**config.mk**
```make
export PLATFORM = sky130hd
export DESIGN_NAME = buddy_block_allocator_top
export DESIGN_NICKNAME = d
export VERILOG_FILES = /design/src/design/bba_pkg.sv /design/src/design/bba_ram.sv /design/src/design/bba_ctrl.sv /design/src/design/bba_dp.sv /design/src/design/buddy_block_allocator_top.sv
export VERILOG_INCLUDE_DIRS = /design/src /design/src/design
export SDC_FILE = /design/constraint.sdc
export NUM_CORES = 2
export LEC_CHECK = 0
export BUFFER_PORTS_ARGS = -buffer_cell sky130_fd_sc_hd__buf_2
export CAP_MARGIN = 5
export CORE_MARGIN = 3
export CORE_UTILIZATION = 55
export CTS_CLUSTER_SIZE = 20
export DETAILED_ROUTE_END_ITERATION = 8
export PLACE_DENSITY = 0.71
export SLEW_MARGIN = 15
export SYNTH_ARGS = -nofsm -noshare
export SYNTH_HDL_FRONTEND = slang
export SYNTH_SLANG_ARGS = --single-unit
```
**constraint.sdc**
```tcl
create_clock -name clk_i -period 16.05 [get_ports clk_i]
set_input_delay 3.21 -clock clk_i [delete_from_list [all_inputs] [get_ports clk_i]]
set_output_delay 3.21 -clock clk_i [all_outputs]
set_load 0.01 [all_outputs]
```
**src/design/assert_macros.svh**
```systemverilog
// assertion macros used by the allocator datapath
// expects clk_i and rst_ni in the scope of use
`ifndef ASSERT_MACROS_SVH
`define ASSERT_MACROS_SVH
`ifndef SYNTH
`define BBA_ASSERT(lbl, prop, msg) \
  lbl: assert property (@(posedge clk_i) disable iff (!rst_ni) prop) else $error(msg);
`define BBA_NEVER(lbl, expr, msg) \
  lbl: assert property (@(posedge clk_i) disable iff (!rst_ni) !(expr)) else $error(msg);
`else
`define BBA_ASSERT(lbl, prop, msg)
`define BBA_NEVER(lbl, expr, msg)
`endif
`endif

```
**src/design/bba_pkg.sv**
```systemverilog
// types and constants of the buddy block allocator
// used by every module of the block but bba_ram, depends on nothing
package bba_pkg;

  localparam int Levels = 11;
  localparam int AddrW  = 10;
  localparam int SizeW  = 11;
  localparam int StatW  = 2;
  localparam int WordW  = 32;

  localparam logic [StatW-1:0] StOk      = 2'd0;
  localparam logic [StatW-1:0] StNoSpace = 2'd1;
  localparam logic [StatW-1:0] StBad     = 2'd2;

  localparam logic OpAlloc = 1'b0;
  localparam logic OpFree  = 1'b1;

  typedef enum logic [3:0] {
    S_CLEAR, S_IDLE, S_DISPATCH, S_ALVL, S_ARD, S_ACHK, S_SRD, S_SWR,
    S_FRD, S_FCHK, S_SETRD, S_SETWR, S_FIN
  } state_e;

  typedef enum logic [3:0] {
    CMD_NONE, CMD_CLR, CMD_LOAD, CMD_LVL, CMD_ARD, CMD_ACHK, CMD_SRD, CMD_SWR,
    CMD_FRD, CMD_FCHK, CMD_SETRD, CMD_SETWR, CMD_NOSP, CMD_OUT
  } cmd_e;

  typedef struct packed {
    logic clr_last;
    logic op_free;
    logic bad;
    logic lvl_over;
    logic lvl_top;
    logic lvl_at_p;
    logic hit;
    logic wa_at_end;
    logic rbit;
    logic out_busy;
  } sts_t;

endpackage

```
**src/design/bba_ram.sv**
```systemverilog
// generic single write port, single read port ram with registered read
// no package dependency
module bba_ram #(
  parameter int Width = 32,
  parameter int Depth = 64
) (
  input  logic                     clk_i,
  input  logic                     we_i,
  input  logic [$clog2(Depth)-1:0] waddr_i,
  input  logic [Width-1:0]         wdata_i,
  input  logic                     re_i,
  input  logic [$clog2(Depth)-1:0] raddr_i,
  output logic [Width-1:0]         rdata_o
);

  logic [Width-1:0] mem_q [Depth];
  logic [Width-1:0] rdata_q;

  always_ff @(posedge clk_i) begin
    if (we_i) begin
      mem_q[waddr_i] <= wdata_i;
    end
    if (re_i) begin
      rdata_q <= mem_q[raddr_i];
    end
  end

  assign rdata_o = rdata_q;

endmodule

```
**src/design/bba_ctrl.sv**
```systemverilog
// controller state machine of the buddy allocator
// depends on bba_pkg, drives commands to bba_dp
module bba_ctrl (
  input  logic          clk_i,
  input  logic          rst_ni,
  input  logic          in_valid_i,
  output logic          in_ready_o,
  input  bba_pkg::sts_t sts_i,
  output bba_pkg::cmd_e cmd_o
);

  bba_pkg::state_e state_q, state_d;

  always_ff @(posedge clk_i or negedge rst_ni) begin
    if (!rst_ni) begin
      state_q <= bba_pkg::S_CLEAR;
    end else begin
      state_q <= state_d;
    end
  end

  always_comb begin
    state_d    = state_q;
    cmd_o      = bba_pkg::CMD_NONE;
    in_ready_o = 1'b0;
    unique case (state_q)
      bba_pkg::S_CLEAR: begin
        cmd_o = bba_pkg::CMD_CLR;
        if (sts_i.clr_last) state_d = bba_pkg::S_IDLE;
      end
      bba_pkg::S_IDLE: begin
        in_ready_o = 1'b1;
        if (in_valid_i) begin
          cmd_o   = bba_pkg::CMD_LOAD;
          state_d = bba_pkg::S_DISPATCH;
        end
      end
      bba_pkg::S_DISPATCH: begin
        if (!sts_i.op_free) state_d = bba_pkg::S_ALVL;
        else if (sts_i.bad) state_d = bba_pkg::S_FIN;
        else                state_d = bba_pkg::S_FRD;
      end
      bba_pkg::S_ALVL: begin
        if (sts_i.lvl_over) begin
          cmd_o   = bba_pkg::CMD_NOSP;
          state_d = bba_pkg::S_FIN;
        end else begin
          cmd_o   = bba_pkg::CMD_LVL;
          state_d = bba_pkg::S_ARD;
        end
      end
      bba_pkg::S_ARD: begin
        cmd_o   = bba_pkg::CMD_ARD;
        state_d = bba_pkg::S_ACHK;
      end
      bba_pkg::S_ACHK: begin
        cmd_o = bba_pkg::CMD_ACHK;
        if (sts_i.hit)            state_d = bba_pkg::S_SRD;
        else if (sts_i.wa_at_end) state_d = bba_pkg::S_ALVL;
        else                      state_d = bba_pkg::S_ARD;
      end
      bba_pkg::S_SRD: begin
        if (sts_i.lvl_at_p) begin
          state_d = bba_pkg::S_FIN;
        end else begin
          cmd_o   = bba_pkg::CMD_SRD;
          state_d = bba_pkg::S_SWR;
        end
      end
      bba_pkg::S_SWR: begin
        cmd_o   = bba_pkg::CMD_SWR;
        state_d = bba_pkg::S_SRD;
      end
      bba_pkg::S_FRD: begin
        if (sts_i.lvl_top) begin
          state_d = bba_pkg::S_SETRD;
        end else begin
          cmd_o   = bba_pkg::CMD_FRD;
          state_d = bba_pkg::S_FCHK;
        end
      end
      bba_pkg::S_FCHK: begin
        cmd_o   = bba_pkg::CMD_FCHK;
        state_d = sts_i.rbit ? bba_pkg::S_FRD : bba_pkg::S_SETRD;
      end
      bba_pkg::S_SETRD: begin
        cmd_o   = bba_pkg::CMD_SETRD;
        state_d = bba_pkg::S_SETWR;
      end
      bba_pkg::S_SETWR: begin
        cmd_o   = bba_pkg::CMD_SETWR;
        state_d = bba_pkg::S_FIN;
      end
      bba_pkg::S_FIN: begin
        if (!sts_i.out_busy) begin
          cmd_o   = bba_pkg::CMD_OUT;
          state_d = bba_pkg::S_IDLE;
        end
      end
      default: state_d = bba_pkg::S_IDLE;
    endcase
  end

endmodule

```
**src/design/bba_dp.sv**
```systemverilog
// datapath of the buddy allocator: free-flag ram, walk registers, result register
// depends on bba_pkg, bba_ram and assert_macros.svh
`include "assert_macros.svh"
module bba_dp (
  input  logic                      clk_i,
  input  logic                      rst_ni,
  input  bba_pkg::cmd_e             cmd_i,
  input  logic                      opcode_i,
  input  logic [bba_pkg::SizeW-1:0] size_i,
  input  logic [bba_pkg::AddrW-1:0] start_i,
  output bba_pkg::sts_t             sts_o,
  output logic                      out_valid_o,
  input  logic                      out_ready_i,
  output logic [bba_pkg::StatW-1:0] out_status_o,
  output logic [bba_pkg::AddrW-1:0] out_start_o,
  output logic [bba_pkg::AddrW-1:0] out_last_o
);

  localparam int LEVELS = bba_pkg::Levels;
  localparam int T  = LEVELS - 1;
  localparam int LW = $clog2(LEVELS + 1);
  localparam int IW = (LEVELS < 6) ? 6 : LEVELS;
  localparam int AW = IW - 5;
  localparam int NW = 1 << AW;
  localparam int AddrW = bba_pkg::AddrW;

  function automatic logic [31:0] base_idx(input logic [LW-1:0] lvl);
    base_idx = (32'd1 << (T - int'(lvl))) - 32'd1;
  endfunction

  function automatic logic [IW-1:0] node_idx(input logic [LW-1:0] lvl,
                                             input logic [AddrW-1:0] a);
    node_idx = IW'(base_idx(lvl) + (32'(a) >> lvl));
  endfunction

  logic                      op_q;
  logic [LW-1:0]             p_q, lvl_q, p_calc;
  logic [AddrW-1:0]          s_q;
  logic [AW-1:0]             wa_q;
  logic [IW-1:0]             idx_q;
  logic [bba_pkg::StatW-1:0] st_q;
  logic                      out_vld_q;
  logic [bba_pkg::StatW-1:0] out_st_q;
  logic [AddrW-1:0]          out_start_q, out_last_q;

  logic                      re, we;
  logic [AW-1:0]             raddr, waddr;
  logic [bba_pkg::WordW-1:0] wdata, rdata, amask;
  logic [31:0]               lvl_base, lvl_last, found;
  logic [AW-1:0]             wa_first, wa_end;
  logic                      hit, rbit, bad_calc;
  logic [4:0]                hit_b;
  logic [LW-1:0]             nl;
  logic [IW-1:0]             sidx, bidx, setidx;
  logic [AddrW-1:0]          s_new;

  bba_ram #(.Width(bba_pkg::WordW), .Depth(NW)) u_ram (
    .clk_i   (clk_i),
    .we_i    (we),
    .waddr_i (waddr),
    .wdata_i (wdata),
    .re_i    (re),
    .raddr_i (raddr),
    .rdata_o (rdata)
  );

  // requested level: count of powers of two below the size
  always_comb begin
    p_calc = '0;
    for (int i = 0; i < LEVELS; i++) begin
      if ((32'd1 << i) < 32'(size_i)) p_calc = p_calc + LW'(1);
    end
    bad_calc = (int'(p_calc) > T) || (32'(start_i) >= (32'd1 << T)) ||
               ((32'(start_i) & ((32'd1 << p_calc) - 32'd1)) != 32'd0);
  end

  always_comb begin
    lvl_base = base_idx(lvl_q);
    lvl_last = (lvl_base << 1);
    wa_first = AW'(lvl_base >> 5);
    wa_end   = AW'(lvl_last >> 5);
    for (int b = 0; b < bba_pkg::WordW; b++) begin
      amask[b] = rdata[b] && (32'({wa_q, 5'(b)}) >= lvl_base) &&
                 (32'({wa_q, 5'(b)}) <= lvl_last);
    end
    hit   = |amask;
    hit_b = '0;
    for (int b = bba_pkg::WordW - 1; b >= 0; b--) begin
      if (amask[b]) hit_b = 5'(b);
    end
    found  = 32'({wa_q, hit_b}) - lvl_base;
    s_new  = AddrW'(found << lvl_q);
    nl     = lvl_q - LW'(1);
    sidx   = node_idx(nl, s_q | AddrW'(32'd1 << nl));
    bidx   = node_idx(lvl_q, s_q ^ AddrW'(32'd1 << lvl_q));
    setidx = node_idx(lvl_q, s_q);
    rbit   = rdata[idx_q[4:0]];
  end

  always_comb begin
    re    = 1'b0;
    we    = 1'b0;
    raddr = wa_q;
    waddr = idx_q[IW-1:5];
    wdata = rdata;
    unique case (cmd_i)
      bba_pkg::CMD_CLR: begin
        we    = 1'b1;
        waddr = wa_q;
        // only the top node, index zero, starts free
        wdata = (wa_q == '0) ? bba_pkg::WordW'(1) : '0;
      end
      bba_pkg::CMD_ARD: re = 1'b1;
      bba_pkg::CMD_ACHK: begin
        we    = hit;
        waddr = wa_q;
        wdata = rdata & ~(bba_pkg::WordW'(1) << hit_b);
      end
      bba_pkg::CMD_SRD: begin
        re    = 1'b1;
        raddr = sidx[IW-1:5];
      end
      bba_pkg::CMD_SWR: begin
        we    = 1'b1;
        wdata = rdata | (bba_pkg::WordW'(1) << idx_q[4:0]);
      end
      bba_pkg::CMD_FRD: begin
        re    = 1'b1;
        raddr = bidx[IW-1:5];
      end
      bba_pkg::CMD_FCHK: begin
        we    = rbit;
        wdata = rdata & ~(bba_pkg::WordW'(1) << idx_q[4:0]);
      end
      bba_pkg::CMD_SETRD: begin
        re    = 1'b1;
        raddr = setidx[IW-1:5];
      end
      bba_pkg::CMD_SETWR: begin
        we    = 1'b1;
        wdata = rdata | (bba_pkg::WordW'(1) << idx_q[4:0]);
      end
      default: ;
    endcase
  end

  always_ff @(posedge clk_i or negedge rst_ni) begin
    if (!rst_ni) begin
      wa_q      <= '0;
      out_vld_q <= 1'b0;
      op_q      <= 1'b0;
      p_q       <= '0;
      lvl_q     <= '0;
      st_q      <= bba_pkg::StOk;
    end else begin
      if (cmd_i == bba_pkg::CMD_OUT) begin
        out_vld_q <= 1'b1;
      end else if (out_ready_i) begin
        out_vld_q <= 1'b0;
      end
      unique case (cmd_i)
        bba_pkg::CMD_CLR: wa_q <= wa_q + AW'(1);
        bba_pkg::CMD_LOAD: begin
          op_q  <= opcode_i;
          p_q   <= p_calc;
          lvl_q <= p_calc;
          st_q  <= (opcode_i == bba_pkg::OpFree && bad_calc) ? bba_pkg::StBad
                                                             : bba_pkg::StOk;
        end
        bba_pkg::CMD_LVL: wa_q <= wa_first;
        bba_pkg::CMD_ACHK: begin
          if (hit)                 ;
          else if (wa_q == wa_end) lvl_q <= lvl_q + LW'(1);
          else                     wa_q  <= wa_q + AW'(1);
        end
        bba_pkg::CMD_SWR: lvl_q <= nl;
        bba_pkg::CMD_FCHK: if (rbit) lvl_q <= lvl_q + LW'(1);
        bba_pkg::CMD_NOSP: st_q <= bba_pkg::StNoSpace;
        default: ;
      endcase
    end
  end

  always_ff @(posedge clk_i) begin
    unique case (cmd_i)
      bba_pkg::CMD_LOAD: s_q <= start_i;
      bba_pkg::CMD_ACHK: if (hit) s_q <= s_new;
      bba_pkg::CMD_SRD:  idx_q <= sidx;
      bba_pkg::CMD_FRD:  idx_q <= bidx;
      bba_pkg::CMD_SETRD: idx_q <= setidx;
      bba_pkg::CMD_FCHK: if (rbit) s_q <= s_q & ~AddrW'(32'd1 << lvl_q);
      bba_pkg::CMD_OUT: begin
        out_st_q <= st_q;
        if (op_q == bba_pkg::OpAlloc && st_q == bba_pkg::StOk) begin
          out_start_q <= s_q;
          out_last_q  <= s_q + AddrW'((32'd1 << p_q) - 32'd1);
        end else begin
          out_start_q <= '0;
          out_last_q  <= '0;
        end
      end
      default: ;
    endcase
  end

  assign sts_o.clr_last  = (wa_q == AW'(NW - 1));
  assign sts_o.op_free   = (op_q == bba_pkg::OpFree);
  assign sts_o.bad       = (st_q == bba_pkg::StBad);
  assign sts_o.lvl_over  = (int'(lvl_q) > T);
  assign sts_o.lvl_top   = (int'(lvl_q) == T);
  assign sts_o.lvl_at_p  = (lvl_q == p_q);
  assign sts_o.hit       = hit;
  assign sts_o.wa_at_end = (wa_q == wa_end);
  assign sts_o.rbit      = rbit;
  assign sts_o.out_busy  = out_vld_q && !out_ready_i;

  assign out_valid_o  = out_vld_q;
  assign out_status_o = out_st_q;
  assign out_start_o  = out_start_q;
  assign out_last_o   = out_last_q;

  `BBA_NEVER(a_no_rw_same, re && we, "ram read and write in one cycle")
  `BBA_ASSERT(a_out_free, (cmd_i == bba_pkg::CMD_OUT) |-> !(out_vld_q && !out_ready_i), "result overwrites a pending item")
  `BBA_ASSERT(a_split_above, (cmd_i == bba_pkg::CMD_SWR) |-> (lvl_q > p_q), "split below requested level")

endmodule

```
**src/design/buddy_block_allocator_top.sv**
```systemverilog
// buddy allocator: one item at a time. an allocate scans the ram words of each level, from
// the requested level upward, clears the first free node found and splits it down to size;
// a free is answered at once when rejected, else merges with its buddy while that is free.
// tready rises in the same cycle the result goes valid; a waiting result holds the walk.
// after reset, clearing all 64 ram words holds tready low; reset is asynchronous, active low.
module buddy_block_allocator_top (
  input  logic        clk_i,
  input  logic        rst_ni,
  input  logic        s_axis_tvalid_i,
  output logic        s_axis_tready_o,
  input  logic [31:0] s_axis_tdata_i,  // size_bytes[10:0], start_address[20:11], last_address[30:21]
  input  logic        s_axis_tuser_i,  // opcode[0]
  output logic        m_axis_tvalid_o,
  input  logic        m_axis_tready_i,
  output logic [23:0] m_axis_tdata_o,  // block_start[9:0], block_last[19:10]
  output logic [1:0]  m_axis_tuser_o   // status[1:0]
);

  bba_pkg::cmd_e cmd;
  bba_pkg::sts_t sts;
  logic [bba_pkg::AddrW-1:0] blk_start, blk_last;

  bba_ctrl u_ctrl (
    .clk_i      (clk_i),
    .rst_ni     (rst_ni),
    .in_valid_i (s_axis_tvalid_i),
    .in_ready_o (s_axis_tready_o),
    .sts_i      (sts),
    .cmd_o      (cmd)
  );

  bba_dp u_dp (
    .clk_i        (clk_i),
    .rst_ni       (rst_ni),
    .cmd_i        (cmd),
    .opcode_i     (s_axis_tuser_i),
    .size_i       (s_axis_tdata_i[10:0]),
    .start_i      (s_axis_tdata_i[20:11]),
    .sts_o        (sts),
    .out_valid_o  (m_axis_tvalid_o),
    .out_ready_i  (m_axis_tready_i),
    .out_status_o (m_axis_tuser_o),
    .out_start_o  (blk_start),
    .out_last_o   (blk_last)
  );

  // last address is carried on the bus but the block end follows from its size
  assign m_axis_tdata_o = {4'b0, blk_last, blk_start};

endmodule
```
==> out/summary.txt <==
layout cells sized above 1 = 9.493%
initial antenna violation count = 16
RSZ-0062 raised after global routing = no
fraction of registers with async set/reset = 1.026%
Initial DRT Pass Iterations = 8
outcome = finished, final reports clean
crit-path most repeated cell = ha_1
Die Y = 422.1 um
Mean Syn Cell Area = 12.65 um2
nets = 7,607
DP Area = 0.09868 mm2
M3 GR Usage = 5.183%
clock-pin slew on the worst setup and hold paths = 0.06 ns
crit start category = flop
CTS Hold Buffers Added = 0
Die Span X = 422.1 um
sequential cell area fraction in the yosys report = 67.54%
largest net degree at the start of global routing = 184
WL per Instance = 27.51 um
slowest stage delay, CP = 0.72 ns
DRC Markers = 0
hold path cells = 2
Max FO, Critical Path = 42
Synth area leader = edfxtp_1
top cells by area, synth = edfxtp_1 67%, nand2_1 5.8%, a311oi_1 3.5%, a211oi_1 3.3%, nor2b_1 2.7%
Final ANT Viol Nets = 0
Setup Skew = 0.07322 ns
met1 usage = 40.66%
Critical R2R Capture = u_dp.s_q[8]
setup TNS = 0 ns
worst path buffer plus inverter count = 6
CP top delay family = simple AND/OR/NAND/NOR gates
worst-margin pin slew = 1.281 ns
number of global-route vias before repair = 60.90k
highest clock rate = 79.38 MHz
final wirelength = 273,600 um
Num CTS Buffers = 208
r2r startpoint = u_dp.lvl_q[2]
Ys Warns = 0
Vias/cell = 6.479
fin crit period = 12.60 ns
post-route clock period utilization = 78.49%
flops & latches, synth = 2,145
HP Start = u_ctrl.state_q[2]
gpl congestion = 1.002
crit path kind = flop to flop
CTS resizes = 0
htree depth = 4
Post-synth top cells = 2,123 x edfxtp_1, 1,482 x nand2_1, 415 x a211oi_1
CTS root buffer = clkbuf_16
GR Overflow Total = 0
Hold EP = u_ctrl.state_q[2]
worst hold path type = flop to flop
final instance area = 0.1054 mm2
Finished Core Util = 61.29%
clk buf depth = 3
Syn Inst Count = 7,526
DR iter-0 viols = 7,577
Synth cell types = 116
worst-case reg-to-reg path depth = 40
CP Capture Type = flop
Max-cap violations = 0
CP max-delay cell = o21bai_1
initial core utilization = 55.38%
met2 GRT Util = 45.61%
top-count cell post-synth = edfxtp_1
DR vias = 64.45k
crit path from = u_dp.lvl_q[2]
grt peak-use layer = met2
CTS sink cnt = 2,145
CTS tree = built
share of the synthesized area in the top cell type = 66.96%
IO Count = 65
DP HPWL = 161,200 um
FF-to-FF setup slack = 3.45 ns
Critical Path RT = 16.61 ns
Die ar. = 0.1781 mm2
clk_lat worst skew = 0.86 ns
postcts setup bufs = 0
site row count = 152
Tot GR Track Use = 30.06%
prevailing post-synth register cell = edfxtp_1
EDFF count, synth = 2,123
core footprint = 0.1719 mm2
Fin. Hold Viols = 0
first-pass GRT wire length = 398,200 um
Worst slew margin = 14.57%
mapped cell area = 0.09521 mm2
Slew Limit Fails = 0
input/output buffers = 49
layout overhead on the synthesized area = 10.67%
# setup viols final = 0
CP arrival = 13.15 ns
## routing by layer
| layer | vias to the layer above | part of all wire (%) | routed length (um) |
|---|---|---|---|
| li1 | 28620 | - | - |
| met1 | 31896 | 39 | 105900 |
| met2 | 3322 | 45 | 123500 |
| met3 | 605 | 9.2 | 25090 |
| met4 | 2 | 7.0 | 19110 |
| met5 | - | 0.0055 | 15 |
## stage by stage
stage / hold WS (ns) / worst slack [ns] / cells
3_3_place_gp: 0.5197 / 2.995 / 9549
3_5_place_dp: 0.5507 / 3.113 / 9549
2_1_floorplan: 0.4684 / 4.045 / 7529
4_1_cts: 0.5619 / 3.932 / 9934
5_1_grt: 0.5947 / 2.923 / 9937
6_report: 0.5496 / 3.453 / 9946
## kinds of logic (layout without fill, tap and decap cells)
kind of cell,after synthesis,in the layout,share of synthesized area (%)
multiplexers,82,82,1.085
buffers and inverters,633,731,2.743
XOR/XNOR,65,65,0.6124
AO/OA/AOI/OAI,1724,1724,13.17
AND/OR/NAND/NOR,2757,2757,13.25
other,1,13,0.003939
flip-flops,2145,2145,67.54
adder cells (fa/ha/maj),119,119,1.601
## cells in the final DEF (no fill, tap or decap), types with 50 or more instances in the layout
cell type,Yosys,layout
a211oi_1,415,415
o22ai_1,72,72
inv_1,101,101
nand2_1,1482,1482
clkinv_1,0,54
a31oi_1,177,157
buf_4,14,178
nor2b_1,411,409
edfxtp_1,2123,2123
a311oi_1,380,379
ha_1,113,113
clkbuf_16,0,208
nor2_1,233,179
nand3_1,316,315
nor3_1,50,50
o21ai_0,236,235
a21oi_1,131,130
## cell type report
type / instances / area (um2)
inverter: 105 / 394.1
clock buffer: 257 / 5389
tap: 2310 / 2890
multi-input combinational: 4751 / 29290
fill: 12856 / 66550
antenna: 9 / 22.52
sequential: 2145 / 64300
timing repair buffer: 241 / 1869
clock inverter: 128 / 1211
## worst max path at each step
stage | depth (start not counted) | to | slack, ns
final | 40 | u_dp.s_q[8] | 3.45
after global routing | 40 | u_dp.s_q[9] | 2.92
after CTS | 41 | u_dp.st_q[1] | 3.93
after detailed placement | 41 | u_dp.st_q[1] | 3.11
after global placement | 41 | u_dp.st_q[1] | 2.99
after floorplan | 42 | u_dp.st_q[1] | 4.04
## flip-flops by register name (all words and copies together), names as in the netlist
signal,count
u_dp.u_ram.rdata_o,32
u_dp.p_q,4
u_dp.wa_q,6
u_dp.s_q,10
u_dp.out_status_o,2
u_dp.st_q,2
u_dp.lvl_q,4
u_dp.out_valid_o,1
u_ctrl.state_q,4
u_dp.u_ram.mem_q,2048
u_dp.op_q,1
u_dp.out_last_o,10
u_dp.out_start_o,10
u_dp.idx_q,11
## tightest hold or removal path: stages (launching register included)
cell and delay (ns):
dfrtp_1 0.39, nand2_1 0.06, o21ai_0 0.06
Power is not shown: default switching activity piles up to over one toggle a cycle in this logic, so the estimate is an artifact.
